**config.mk**
```make
export PLATFORM = sky130hd
export DESIGN_NAME = video_pixel_palette_serializer_flat
export DESIGN_NICKNAME = d
export VERILOG_FILES = /design/src/design/vpps_pkg.sv /design/src/design/vpps_stream_if.sv /design/src/design/vpps_out_buf.sv /design/src/design/video_pixel_palette_serializer.sv /design/src/flat_wrapper.sv
export SDC_FILE = /design/constraint.sdc
export NUM_CORES = 1
export LEC_CHECK = 0
export BUFFER_PORTS_ARGS = -buffer_cell sky130_fd_sc_hd__buf_4
export CELL_PAD_IN_SITES_DETAIL_PLACEMENT = 0
export CELL_PAD_IN_SITES_GLOBAL_PLACEMENT = 1
export CORE_ASPECT_RATIO = 1.5
export CORE_MARGIN = 5
export CORE_UTILIZATION = 45
export DETAILED_ROUTE_END_ITERATION = 10
export PLACE_DENSITY_LB_ADDON = 0.1
export SYNTH_ARGS = -nofsm -noshare
export SYNTH_HDL_FRONTEND = slang
export SYNTH_HIERARCHICAL = 1
export SYNTH_SLANG_ARGS = --single-unit
```
**constraint.sdc**
```tcl
create_clock -name clk -period 8.6 [get_ports clk]
set_input_delay 0.43 -clock clk [delete_from_list [all_inputs] [get_ports clk]]
set_output_delay 0.43 -clock clk [all_outputs]
set_load 0.02 [all_outputs]
```
**src/design/vpps_pkg.sv**
```systemverilog
package vpps_pkg;

    // request kinds
    typedef enum logic {
        REQ_PIXEL = 1'b0,
        REQ_BUS   = 1'b1
    } vpps_req_kind_t;

    // result kinds
    typedef enum logic {
        KIND_BEAM = 1'b0,
        KIND_MEM  = 1'b1
    } vpps_res_kind_t;

    // control byte commands, bits 7:6
    typedef enum logic [1:0] {
        CMD_PEN_SEL = 2'b00,
        CMD_PEN_SET = 2'b01,
        CMD_MODE    = 2'b10,
        CMD_NONE    = 2'b11
    } vpps_cmd_t;

    localparam logic [1:0] MODE_TWO_BIT = 2'd1;
    localparam logic [2:0] PHASE_FIRST  = 3'd0;
    localparam logic [2:0] PHASE_SECOND = 3'd4;

    typedef struct packed {
        logic       req_type;
        logic [7:0] io_data;
        logic       vsync_in;
        logic       hsync_in;
        logic       display_enable;
        logic [7:0] vram_byte_first;
        logic [7:0] vram_byte_second;
    } vpps_req_t;

    typedef struct packed {
        logic        result_kind;
        logic [31:0] pixel_color;
        logic        hsync_out;
        logic        vsync_out;
        logic        lower_rom_enabled;
        logic        upper_rom_enabled;
    } vpps_res_t;

    // fixed hardware color table, ARGB
    function automatic logic [31:0] hw_color(input logic [4:0] idx);
        logic [31:0] c;
        case (idx)
            5'd0:  c = 32'hff6B7D6E;
            5'd1:  c = 32'hff6D7D6E;
            5'd2:  c = 32'hff6BF300;
            5'd3:  c = 32'hff6DF3F3;
            5'd4:  c = 32'hff6B0200;
            5'd5:  c = 32'hff6802F0;
            5'd6:  c = 32'hff687800;
            5'd7:  c = 32'hff6B7DF3;
            5'd8:  c = 32'hff6802F3;
            5'd9:  c = 32'hff6BF3F3;
            5'd10: c = 32'hff0DF3F3;
            5'd11: c = 32'hffF9F3FF;
            5'd12: c = 32'hff0605F3;
            5'd13: c = 32'hffF402F3;
            5'd14: c = 32'hff0D7DF3;
            5'd15: c = 32'hffF980FA;
            5'd16: c = 32'hff680200;
            5'd17: c = 32'hff6BF302;
            5'd18: c = 32'hff01F002;
            5'd19: c = 32'hffF2F30F;
            5'd20: c = 32'hff010200;
            5'd21: c = 32'hffF4020C;
            5'd22: c = 32'hff017802;
            5'd23: c = 32'hffF47B0C;
            5'd24: c = 32'hff680269;
            5'd25: c = 32'hff6BF371;
            5'd26: c = 32'hff04F571;
            5'd27: c = 32'hffF4F371;
            5'd28: c = 32'hff01026C;
            5'd29: c = 32'hffF2026C;
            5'd30: c = 32'hff017B6E;
            default: c = 32'hffF67B6E;
        endcase
        return c;
    endfunction

endpackage

```
**src/design/vpps_stream_if.sv**
```systemverilog
interface vpps_stream_if #(parameter type payload_t = logic);
    logic     valid;
    logic     ready;
    payload_t payload;

    modport source(output valid, output payload, input ready);
    modport sink(input valid, input payload, output ready);
endinterface

```
**src/design/vpps_out_buf.sv**
```systemverilog
module vpps_out_buf (
    input  logic              clk,
    input  logic              rst_n,
    input  logic              push,
    input  vpps_pkg::vpps_res_t push_data,
    output logic              full,
    output logic              out_valid,
    input  logic              out_ready,
    output vpps_pkg::vpps_res_t out_data
);
    import vpps_pkg::*;

    logic      out_valid_reg;
    logic      skid_valid_reg;
    vpps_res_t out_data_reg;
    vpps_res_t skid_data_reg;
    logic      take;

    assign take      = out_valid_reg && out_ready;
    assign full      = skid_valid_reg;
    assign out_valid = out_valid_reg;
    assign out_data  = out_data_reg;

    // output register with one skid entry behind it
    always_ff @(posedge clk or negedge rst_n)
    begin
        if (!rst_n)
        begin
            out_valid_reg  <= 1'b0;
            skid_valid_reg <= 1'b0;
        end
        else if (skid_valid_reg)
        begin
            if (take)
            begin
                out_data_reg   <= skid_data_reg;
                skid_valid_reg <= 1'b0;
            end
        end
        else if (push)
        begin
            if (!out_valid_reg || take)
            begin
                out_data_reg  <= push_data;
                out_valid_reg <= 1'b1;
            end
            else
            begin
                skid_data_reg  <= push_data;
                skid_valid_reg <= 1'b1;
            end
        end
        else if (take)
        begin
            out_valid_reg <= 1'b0;
        end
    end

    // skid entry only fills behind a waiting result
    a_skid_behind_out: assert property (@(posedge clk) disable iff (!rst_n)
        skid_valid_reg |-> out_valid_reg)
        else $error("skid entry valid with empty output register");

    // a push never lands on a full skid entry
    a_no_push_when_full: assert property (@(posedge clk) disable iff (!rst_n)
        push |-> !skid_valid_reg)
        else $error("transaction pushed into full buffer");

    // a waiting skid result moves forward once the output is taken
    a_skid_drains: assert property (@(posedge clk) disable iff (!rst_n)
        (skid_valid_reg && take) |=> (out_valid_reg && !skid_valid_reg))
        else $error("skid entry did not drain");

endmodule

```
**src/design/video_pixel_palette_serializer.sv**
```systemverilog
// Each result is registered in the output register, or in the skid entry.
// Throughput: one transaction per cycle while the skid entry is empty;
// decode, pen table and color table lookups precede the output register.
// A skid entry behind the output register keeps input ready for one stall.
// Reset (async, active low) clears phase, latched byte, mode, selected pen,
// pen table, border, held color and the output buffer.
module video_pixel_palette_serializer (
    input logic           clk,
    input logic           rst_n,
    vpps_stream_if.sink   req,
    vpps_stream_if.source res
);
    import vpps_pkg::*;

    logic [2:0]  phase_reg;
    logic [2:0]  phase_next;
    logic [7:0]  latched_reg;
    logic [7:0]  latched_next;
    logic [1:0]  mode_reg;
    logic [4:0]  chosen_pen_reg;
    logic [4:0]  pen_colors_reg [16];
    logic [4:0]  border_reg;
    logic [31:0] held_reg;
    logic [31:0] held_next;

    logic        accept;
    logic        buf_full;
    logic        push;
    vpps_res_t   push_data;
    vpps_cmd_t   cmd;
    logic [1:0]  sub;
    logic [3:0]  pen;

    assign req.ready = !buf_full;
    assign accept    = req.valid && req.ready;
    assign cmd       = vpps_cmd_t'(req.payload.io_data[7:6]);
    assign sub       = phase_reg[1:0];

    // byte latch at the two load phases
    always_comb
    begin
        if (phase_reg == PHASE_FIRST)
            latched_next = req.payload.vram_byte_first;
        else if (phase_reg == PHASE_SECOND)
            latched_next = req.payload.vram_byte_second;
        else
            latched_next = latched_reg;
    end

    // pen decode from the latched byte
    always_comb
    begin
        if (mode_reg == MODE_TWO_BIT)
            pen = {2'b00, latched_next[{1'b0, ~sub}], latched_next[{1'b1, ~sub}]};
        else if (!sub[1])
            pen = {latched_next[1], latched_next[5], latched_next[3], latched_next[7]};
        else
            pen = {latched_next[0], latched_next[4], latched_next[2], latched_next[6]};
    end

    // color select and phase advance
    always_comb
    begin
        phase_next = phase_reg;
        held_next  = held_reg;
        if (req.payload.vsync_in)
        begin
            phase_next = PHASE_FIRST;
        end
        else
        begin
            phase_next = 3'(phase_reg + 3'd1);
            if (req.payload.display_enable)
                held_next = hw_color(pen_colors_reg[pen]);
            else
                held_next = hw_color(border_reg);
        end
    end

    // result for the accepted transaction
    always_comb
    begin
        push      = 1'b0;
        push_data = '0;
        if (accept)
        begin
            if (req.payload.req_type == REQ_PIXEL)
            begin
                push                  = 1'b1;
                push_data.result_kind = KIND_BEAM;
                push_data.pixel_color = held_next;
                push_data.hsync_out   = req.payload.hsync_in;
                push_data.vsync_out   = req.payload.vsync_in;
            end
            else if (cmd == CMD_MODE)
            begin
                push                        = 1'b1;
                push_data.result_kind       = KIND_MEM;
                push_data.lower_rom_enabled = !req.payload.io_data[2];
                push_data.upper_rom_enabled = !req.payload.io_data[3];
            end
        end
    end

    // state update
    always_ff @(posedge clk or negedge rst_n)
    begin
        if (!rst_n)
        begin
            phase_reg      <= '0;
            latched_reg    <= '0;
            mode_reg       <= '0;
            chosen_pen_reg <= '0;
            border_reg     <= '0;
            held_reg       <= '0;
            for (int i = 0; i < 16; i++)
            begin
                pen_colors_reg[i] <= '0;
            end
        end
        else if (accept)
        begin
            if (req.payload.req_type == REQ_PIXEL)
            begin
                phase_reg <= phase_next;
                held_reg  <= held_next;
                if (!req.payload.vsync_in)
                    latched_reg <= latched_next;
            end
            else
            begin
                unique case (cmd)
                    CMD_PEN_SEL: chosen_pen_reg <= req.payload.io_data[4:0];
                    CMD_PEN_SET:
                    begin
                        if (chosen_pen_reg[4])
                            border_reg <= req.payload.io_data[4:0];
                        else
                            pen_colors_reg[chosen_pen_reg[3:0]] <= req.payload.io_data[4:0];
                    end
                    CMD_MODE:    mode_reg <= req.payload.io_data[1:0];
                    default:     ;
                endcase
            end
        end
    end

    vpps_out_buf u_out_buf (
        .clk       (clk),
        .rst_n     (rst_n),
        .push      (push),
        .push_data (push_data),
        .full      (buf_full),
        .out_valid (res.valid),
        .out_ready (res.ready),
        .out_data  (res.payload)
    );

    // vsync pixel transaction restarts the phase
    a_vsync_phase: assert property (@(posedge clk) disable iff (!rst_n)
        (accept && req.payload.req_type == REQ_PIXEL && req.payload.vsync_in)
        |=> (phase_reg == PHASE_FIRST))
        else $error("phase not cleared by vsync");

    // active pixel transaction advances the phase by one
    a_phase_step: assert property (@(posedge clk) disable iff (!rst_n)
        (accept && req.payload.req_type == REQ_PIXEL && !req.payload.vsync_in)
        |=> (phase_reg == 3'($past(phase_reg) + 3'd1)))
        else $error("phase did not advance");

    // bus transactions leave phase and held color alone
    a_bus_keeps_beam: assert property (@(posedge clk) disable iff (!rst_n)
        (accept && req.payload.req_type == REQ_BUS)
        |=> ($stable(phase_reg) && $stable(held_reg)))
        else $error("bus transaction disturbed beam state");

endmodule

```
**src/flat_wrapper.sv**
```systemverilog
// flat-port wrapper written by rule: the top's interface ports become plain ports
module video_pixel_palette_serializer_flat import vpps_pkg::*;
  (clk, rst_n, req_valid, req_payload, req_ready, res_valid, res_payload, res_ready);
  vpps_stream_if #(.payload_t(vpps_req_t)) req_i ();
  vpps_stream_if #(.payload_t(vpps_res_t)) res_i ();
  input logic clk;
  input logic rst_n;
  input wire logic [$bits(req_i.valid)-1:0] req_valid;
  input wire logic [$bits(req_i.payload)-1:0] req_payload;
  output wire logic [$bits(req_i.ready)-1:0] req_ready;
  output wire logic [$bits(res_i.valid)-1:0] res_valid;
  output wire logic [$bits(res_i.payload)-1:0] res_payload;
  input wire logic [$bits(res_i.ready)-1:0] res_ready;
  assign req_i.valid = req_valid;
  assign req_i.payload = req_payload;
  assign req_ready = req_i.ready;
  assign res_valid = res_i.valid;
  assign res_payload = res_i.payload;
  assign res_i.ready = res_ready;
  video_pixel_palette_serializer u_core (.clk(clk), .rst_n(rst_n), .req(req_i), .res(res_i));
endmodule
```
# Word-level counts from Yosys, hierarchy flattened

Memories as Yosys holds them, arrays and structs flattened.
Index checks and enable logic that the tools add are counted.

Add/subtract/negate cells: 1
Magnitude comparators: 5
Eq/ne operators: 6
Mux-type cells: 36
Bitwise operators: 8
Reductions and logical operators: 22

Operator list:

| cell                                                        | number |
|---|---|
| two-way mux 37 bit                                          | 5 |
| bitwise mux 80 bit                                          | 1 |
| two-way mux 32 bit                                          | 2 |
| two-way mux 34 bit                                          | 1 |
| binary-select mux 5 bit (select 4 bit)                      | 1 |
| demux 5 bit (select 4 bit)                                  | 1 |
| two-way mux 8 bit                                           | 2 |
| AND reduction 4 bit                                         | 4 |
| two-way mux 5 bit                                           | 3 |
| two-way mux 1 bit                                           | 13 |
| AND reduction 3 bit                                         | 4 |
| >= comparator 5 bit (second input constant)                 | 2 |
| NOT 4 -> 5 bit                                              | 2 |
| two-way mux 4 bit                                           | 2 |
| nonzero test 2 bit                                          | 3 |
| less-than comparator 5 x 1 -> 1 bit (second input constant) | 1 |
| NOT 1 bit                                                   | 5 |
| binary-select mux 1 bit (select 2 bit)                      | 2 |
| == test 2 x 1 -> 1 bit (second input constant)              | 2 |
| logical NOT 1 bit                                           | 4 |
| less-than comparator 2 x 4 -> 1 bit (second input constant) | 1 |
| less-than comparator 3 x 4 -> 1 bit (second input constant) | 1 |
| two-way mux 2 bit                                           | 2 |
| adder 3 x 1 -> 3 bit (second input constant)                | 1 |
| 11 further kinds                                            | 13 |

Register bits after elaboration: 211
Bits in read-only memories: 1,536
Bits of input ports: 32
Output and inout bits: 39
Word-level logic and storage cells: 116
Memories: 2

Memory list:

| name             | depth | bits a word | rd ports | clocked after memory_dff | write ports | RTL line       | text |
|---|---|---|---|---|---|---|---|
| (name not given) | 32    | 24          | 1        | 0                        | 0           | vpps_pkg.sv:49 | `case (idx)` |
| (name not given) | 32    | 24          | 1        | 0                        | 0           | vpps_pkg.sv:49 |  |

# Depth between registers and ports, before layout

Gate-level depths: netlist (run 1).
An unclocked memory read counts as a cell.

Depth in word-level cells: 18
Gate-level depth with buffers: 24

# By module

The synthesis (run 1) kept the hierarchy.

Modules (own cells, without submodules):

| module                         | instances | cells an instance | area each (µm²) |
|---|---|---|---|
| video_pixel_palette_serializer | 1         | 923               | 8,921.1 |
| vpps_out_buf                   | 1         | 130               | 2,801.4 |

# Worst setup path before layout (run 1)

Ideal clock, no wire load.

Path kind: register -> register
Start: reg u_core.phase_reg[1]
End: reg u_core.u_out_buf.out_data_reg, in the netlist u_core/u_out_buf/out_data[21] (data pin)
Data arrival time: 4.500 ns
Data required time: 8.340 ns
Slack: 3.840 ns
Stages on the path, launching flop included: 22
Buffers on the path: 6
Path through: dfrtp_1 -> buf_2 -> clkinv_1 -> ha_1 -> buf_4 -> buf_6 -> buf_6 -> a211o_1 -> a22oi_1 -> buf_2 -> nand2_1 -> a31o_2 -> a22o_1 -> o2111ai_2 -> buf_2 -> inv_1 -> ha_1 -> mux2_2 -> a311oi_1 -> o22ai_1 -> a21o_1 -> mux2_2

RTL lines:

| item                     | RTL line                              | text |
|---|---|---|
| start: declaration       | video_pixel_palette_serializer.sv:15  | `logic [2:0] phase_reg;` |
| start signal: assignment | video_pixel_palette_serializer.sv:125 | `phase_reg <= phase_next;` |
| end signal: assignment   | vpps_out_buf.sv:36                    | `out_data_reg <= skid_data_reg;` |
| end signal: assignment   | vpps_out_buf.sv:44                    | `out_data_reg <= push_data;` |
| end: declaration         | vpps_out_buf.sv:15                    | `vpps_res_t out_data_reg;` |

==> metrics, run 1 <==
CTS tree yes; Top FF cell, synth dfrtp_1; Cell Rows 72; final setup vio count 0; Non-Filler Instances 1444; Pleak 5.572 nW; CP arrival 6310 ps; Yosys top cell by area dfrtp_1; nature of the critical path startpoint register; PostCTS Resize Cnt 0; cell mode on critical path buf_4; initial antenna violation count 0; Syn Inst Count 1053; Period minus WS final 6038 ps; CP cell instances buf_4 -> clkinv_1 -> ha_1 -> buf_4 -> nor2_1 -> a21oi_1 -> o21ai_2 -> o211ai_2 -> a2111oi_0 -> or4_4 -> nor2_2 -> buf_4 -> mux2_2 -> a311oi_1 -> o22ai_1 -> a21o_1 -> mux2_2; # IOs 71; GRT overflow 0; critical path type reg -> reg; asr flop ratio synth 0.6493; placed insts 1403; met2 usage 0.3721; mapped cell area 11720 um^2; Critical Path Start u_core/phase_reg[1]; cts bufs inserted 22; VDD IR-drop max 204.1 uV; Clock Path Buffers 3; Pwr Density 411.1 nW/um^2; Post-DP HPWL 21.80 mm; Synth area leaders dfrtp_1 29%, edfxtp_1 19%, mux2_2 14%; area grow syn2layout 11.63%; max_slew headroom 0.2675; Worst Tran Pin Value 1092 ps; Sw Ratio 0.4537; sequential area share after synthesis 0.4820; core area 25760 um^2; most common cell after layout, fill and taps aside mux2_2; met1 Use GR 0.2409; die width 141.8 um; Routed WL 30.88 mm; full die area 29440 um^2; Yosys warnings 6; number of port buffers 69; Max Cap Viol 0; Inserted Diodes 0; worst endpoint required time 8870 ps; busiest grt layer met2; proportion of netlist area held by the largest area contributor 0.2925; Placer Congestion 0.8568; Global Route Usage Sum 0.2073; area of the multi-input gates 5528 um^2; Post-DP Area 12410 um^2; clock share of power 0.165; Seq pwr share 0.282; Initial Utilization 0.4550; setup TNS 0 ps; Syn Area/Cell 11.13 um^2; vias per cell 5.839; Clock Pin Slew Worst Setup and Hold Paths 60 ps; clock skew 15.56 ps; Reg area 5652 um^2; fillers 2399; critical path's slowest cell o211ai_2; largest net degree at the start of global routing 55; Critical path buffers and inverters 4; vias post-DR 8431; final instance area 13090 um^2; wire length per cell 21.39 um; syn nets 1109; final net count 1151; Hold WC Path Type in -> reg; Pre-Repair DR Iteration Count 5; status finished, final reports clean; synthesized flop and latch total 211; worst r2r src u_core/phase_reg[1]; layout cells sized above 1 0.2691; DRC 0; Comb pwr share 0.554; HP Start res_ready; Worst setup EP type register; Clock Tree Root clkbuf_16; switching pwr 2.441 mW; met3 GRT Util 0.02489; 1st-iter DRT viols 519; DIE HEIGHT 207.7 um; Final Hold Viols 0; Num Clock Sinks 211; period utilization 0.7020; Largest register FFs 80; CP Max Fanout 32; Post-synth EDFFs 74; Slew Viols, Final 0; max incr delay on CP 700 ps; fmax 0.1656 GHz; remaining antenna violation count 0; Netlist cell types 100; first-pass GRT wire length 48.56 mm; worst skew pair latency 520 ps; CP delay by family, top compound AO/OA/AOI/OAI gates; H-tree Lvls 1; cell-internal power 2.939 mW; vias in the first global route 8516; commonest cells after routing, fill and taps aside 141 x mux2_2, 136 x dfrtp_1, 108 x nand2_1; RSZ-0062 raised after global routing false
## layout make-up
type,instances,share of cell area
Clock buffer,33,0.04752
Clock inverter,7,0.003346
Inverter,38,0.01090
Multi-Input combinational cell,732,0.4224
Sequential cell,211,0.4319
Tap cell,333,0.03184
Timing Repair Buffer,90,0.05211
## power groups by stage
stage	Clock (mW)	Combinational, mW	Sequential, mW
floorplan	0	2.40	1.46
global placement	0	2.95	1.53
detailed placement	0	2.97	1.54
CTS	0.919	2.98	1.52
global route	0.955	3.25	1.55
finish	0.886	2.98	1.51
## per-layer routing
layer / wire, um / part of all wire
met5: 0 / 0
met4: 1613 / 0.052
met3: 1099 / 0.036
met2: 16210 / 0.52
met1: 11960 / 0.39
## synthesized netlist by cell type (4+ instances only)
cell type  count
mux2_2       141
dfrtp_1      137
nand2_1      108
edfxtp_1      74
nor2_1        60
a21oi_1       55
o21ai_0       44
clkbuf_1      39
inv_1         36
ha_1          24
a211oi_1      23
nand3_1       23
nor3_1        18
a21o_1        17
mux2i_1       15
buf_6         10
nand2b_1      10
a22oi_1        9
buf_2          8
nand4_1        8
o2111a_1       8
a31oi_1        7
buf_4          7
o211ai_1       7
a211o_1        6
a22o_1         5
a311oi_1       5
and2_1         5
buf_1          5
o221ai_1       5
o22ai_1        5
o31ai_1        5
a221o_1        4
a311o_1        4
mux2_1         4
nand3b_1       4
nor2b_1        4
o21ai_1        4
or3_1          4
xnor2_1        4
## repair_timing
item	CTS	global route
setup endpoints to repair	0	0
endpoints found under the hold margin	40	0
setup buffers	0	0
hold buffers	1	0
## worst paths after layout
check	to	slack, ps	cells past startpoint
min in group asynchronous	u_core/pen_colors_reg[38]	410	2
max in group asynchronous	u_core/pen_colors_reg[8]	7150	3
worst min register to register	u_core/held_reg[26]	440	2
worst max register to register	u_core/u_out_buf/out_data[21]	2560	17
worst max-delay path	u_core/u_out_buf/out_data[21]	2560	17
worst min-delay path	u_core/u_out_buf/full	110	2
## cells by family (layout without fill, tap and decap cells)
group / count (synthesis) / after routing / synth area share
AO/OA/AOI/OAI: 267 / 267 / 0.1702
XOR/XNOR: 6 / 6 / 0.005123
adder cells (fa/ha/maj): 24 / 24 / 0.02562
buffers and inverters: 110 / 168 / 0.04803
flip-flops: 211 / 211 / 0.4820
multiplexers: 165 / 165 / 0.1603
AND/OR/NAND/NOR: 270 / 270 / 0.1087
## metrics by stage
stage	setup slack, ps	hold slack (ps)	utilization	total power [mW]
after CTS	2526	84.91	0.5079	5.413
after global routing	2171	100.3	0.5079	5.749
after global placement	2607	379.0	0.4817	4.479
after floorplan	3840	134.4	-	3.860
after detailed placement	2541	384.4	0.4817	4.506
final	2562	106.4	0.5079	5.380
No activity file was read; power rests on OpenSTA's default activity.
==> run 2, diff against run 1 <==
- ABC_AREA: default -> 1
- clock period: 8.6 -> 6.1 ns (I/O delays scaled with it)
==> run 2 against run 1 <==
Compared with the run above: worst setup slack worse by 1400 ps; synthesized area is 5.9% lower; global-route usage is 0.50 points lower; sequential share of layout area is 2.1 points higher; utilization is 0.59 points higher; non-clock buffer count is 10 lower; clock skew is 0.93 ps higher; wire length is 10% lower; register-to-register slack worse by 1400 ps; critical path type unchanged; highest routed layer unchanged.
==> metrics, run 2 <==
status finished, final reports clean; vias in the first global route 8632; Yosys top cell by area dfrtp_1; Setup WS post-layout 1131 ps; Routed WL 27.80 mm; final net count 1471; Clock Pin Slew Worst Setup and Hold Paths 60 ps; mapped cell area 11030 um^2; Post-DP HPWL 19.27 mm; largest family of logic cells by synthesized area simple AND/OR/NAND/NOR gates; core area 24260 um^2; Netlist cell types 44; Worst setup EP type register; top cell types by occurrence after synthesis 521 x nand2_1, 137 x dfrtp_1, 125 x o21ai_0; proportion of netlist area held by the largest area contributor 0.3107; Period minus WS final 4969 ps; CP Max Fanout 18; wire length per cell 15.84 um; H-tree Lvls 1; area grow syn2layout 12.97%; RSZ-0062 raised after global routing false; Worst Tran Pin Value 1045 ps; critical path type reg -> reg; GRT overflow 0; post-synthesis adder-cell area fraction 0.02722; cts bufs inserted 22; sequential area share after synthesis 0.5121; initial antenna violation count 0; Slew Viols, Final 0; final setup vio count 0; most common cell in the synthesized netlist nand2_1; clock skew 16.48 ps; number of port buffers 69; Clock Path Buffers 3; nature of the critical path startpoint register; Num Clock Sinks 211; Synth area leaders dfrtp_1 31%, edfxtp_1 20%, nand2_1 18%; worst endpoint required time 6370 ps; CTS tree yes; pre-CTS setup slack 1164 ps; Post-synth EDFFs 74; first-pass GRT wire length 45.26 mm; setup TNS 0 ps; vias per cell 5.089; Largest register FFs 80; Syn Area/Cell 8.083 um^2; Compound-Gate Fraction of Synth Area 0.09220; Max Cap Viol 0; Syn Inst Count 1365; Placer Congestion 0.8967; full die area 27810 um^2; mux contribution to synthesized area 0; Global Route Usage Sum 0.2023; worst skew pair latency 520 ps; PostCTS Resize Cnt 0; Yosys warnings 6; CP arrival 5240 ps; Inserted Diodes 0; asr flop ratio synth 0.6493; 1st-iter DRT viols 567; Clock Tree Root clkbuf_16; layout cells sized above 1 0.1146; die width 137.9 um; synthesized flop and latch total 211; Simple-Gate Fraction of Synth Area 0.2947; fmax 0.2013 GHz; DRC 0; Final Hold Viols 0; vias post-DR 8932; commonest cells after routing, fill and taps aside 521 x nand2_1, 137 x dfrtp_1, 125 x o21ai_0; period utilization 0.8145; largest net degree at the start of global routing 82; # IOs 71; Initial Utilization 0.4548; Cell Rows 70; Pre-Repair DR Iteration Count 5; Top FF cell, synth dfrtp_1; most common cell after layout, fill and taps aside nand2_1; max_slew headroom 0.3019; Hold WC Path Type in -> reg; syn nets 1421; post-synthesis xor/xnor area fraction 0; remaining antenna violation count 0; DIE HEIGHT 201.8 um
==> run 2: path summary, 6_finish.rpt <==
path | startpoint | slack [ps] | cells after the start | to
max in group asynchronous | rst_n | 4420 | 3 | u_core/pen_colors_reg[30]
min in group asynchronous | rst_n | 400 | 2 | u_core/pen_colors_reg[62]
hold / removal | res_ready | 50 | 4 | u_core/u_out_buf/full
hold reg to reg | u_core/held_reg[30] | 450 | 2 | u_core/held_reg[30]
setup reg to reg | u_core/phase_reg[1] | 1130 | 25 | u_core/u_out_buf/out_data[25]
setup / recovery | u_core/phase_reg[1] | 1130 | 25 | u_core/u_out_buf/out_data[25]
==> run 2: logic make-up after synthesis <==
kind of cell | after synthesis
flip-flops | 211
buffers and inverters | 184
AND/OR/NAND/NOR | 756
adder cells (fa/ha/maj) | 24
AO/OA/AOI/OAI | 190
==> run 2: repair_timing <==
item                      CTS  global route
hold buffers                1             0
setup buffers               0             0
hold endpoints to repair   78             0
==> run 2: per-layer routing <==
metal / global-route usage / vias to the layer above / share of wire
met1: 0.2454 / 4126 / 0.40
met5: 0 / - / 0
met2: 0.3570 / 205 / 0.51
met4: 0.08898 / 0 / 0.046
met3: 0.02291 / 78 / 0.042
li1: - / 4523 / -
==> run 2: layout make-up <==
type	instances	area [um^2]
Fill cell	2386	11800
Sequential cell	211	5650
Multi-Input combinational cell	970	4584
Clock buffer	32	653.1
Timing Repair Buffer	80	606.8
Inverter	130	490.5
Tap cell	324	405.4
Clock inverter	8	73.82
==> run 2: metrics by stage <==
step / cell area [um^2] / hold slack [ps] / utilization / cells
floorplan: 11030 / 9.409 / - / 1365
global placement: 11730 / 408.5 / 0.4834 / 1714
CTS: 12460 / 30.15 / 0.5138 / 1755
global route: 12460 / 88.51 / 0.5138 / 1755
detailed placement: 11730 / 399.6 / 0.4834 / 1714
finish: 12460 / 52.07 / 0.5138 / 1755
==> run 2: worst max-delay path: stages, from the launching register on <==
cell and delay (ps):
dfrtp_1 500, inv_2 230, ha_1 580, inv_2 130, nor2_4 150, nand2_1 120, nand3_2 110, o21ai_1 70
nand2_1 60, nand2_1 490, nand3_1 320, nand3_1 120, nand3_1 290, nand2_2 280, inv_2 310, nand2_1 130
inv_2 120, nand2_1 60, nand2_1 50, nand2_1 80, nand2_1 100, nand2_1 90, nand2_1 110, inv_1 60
nand2_1 60, nand2_1 60
Power of run 2 is left out: the tool's default activity adds up to more than one toggle a clock period on the data nets, which glitch-free logic cannot reach.
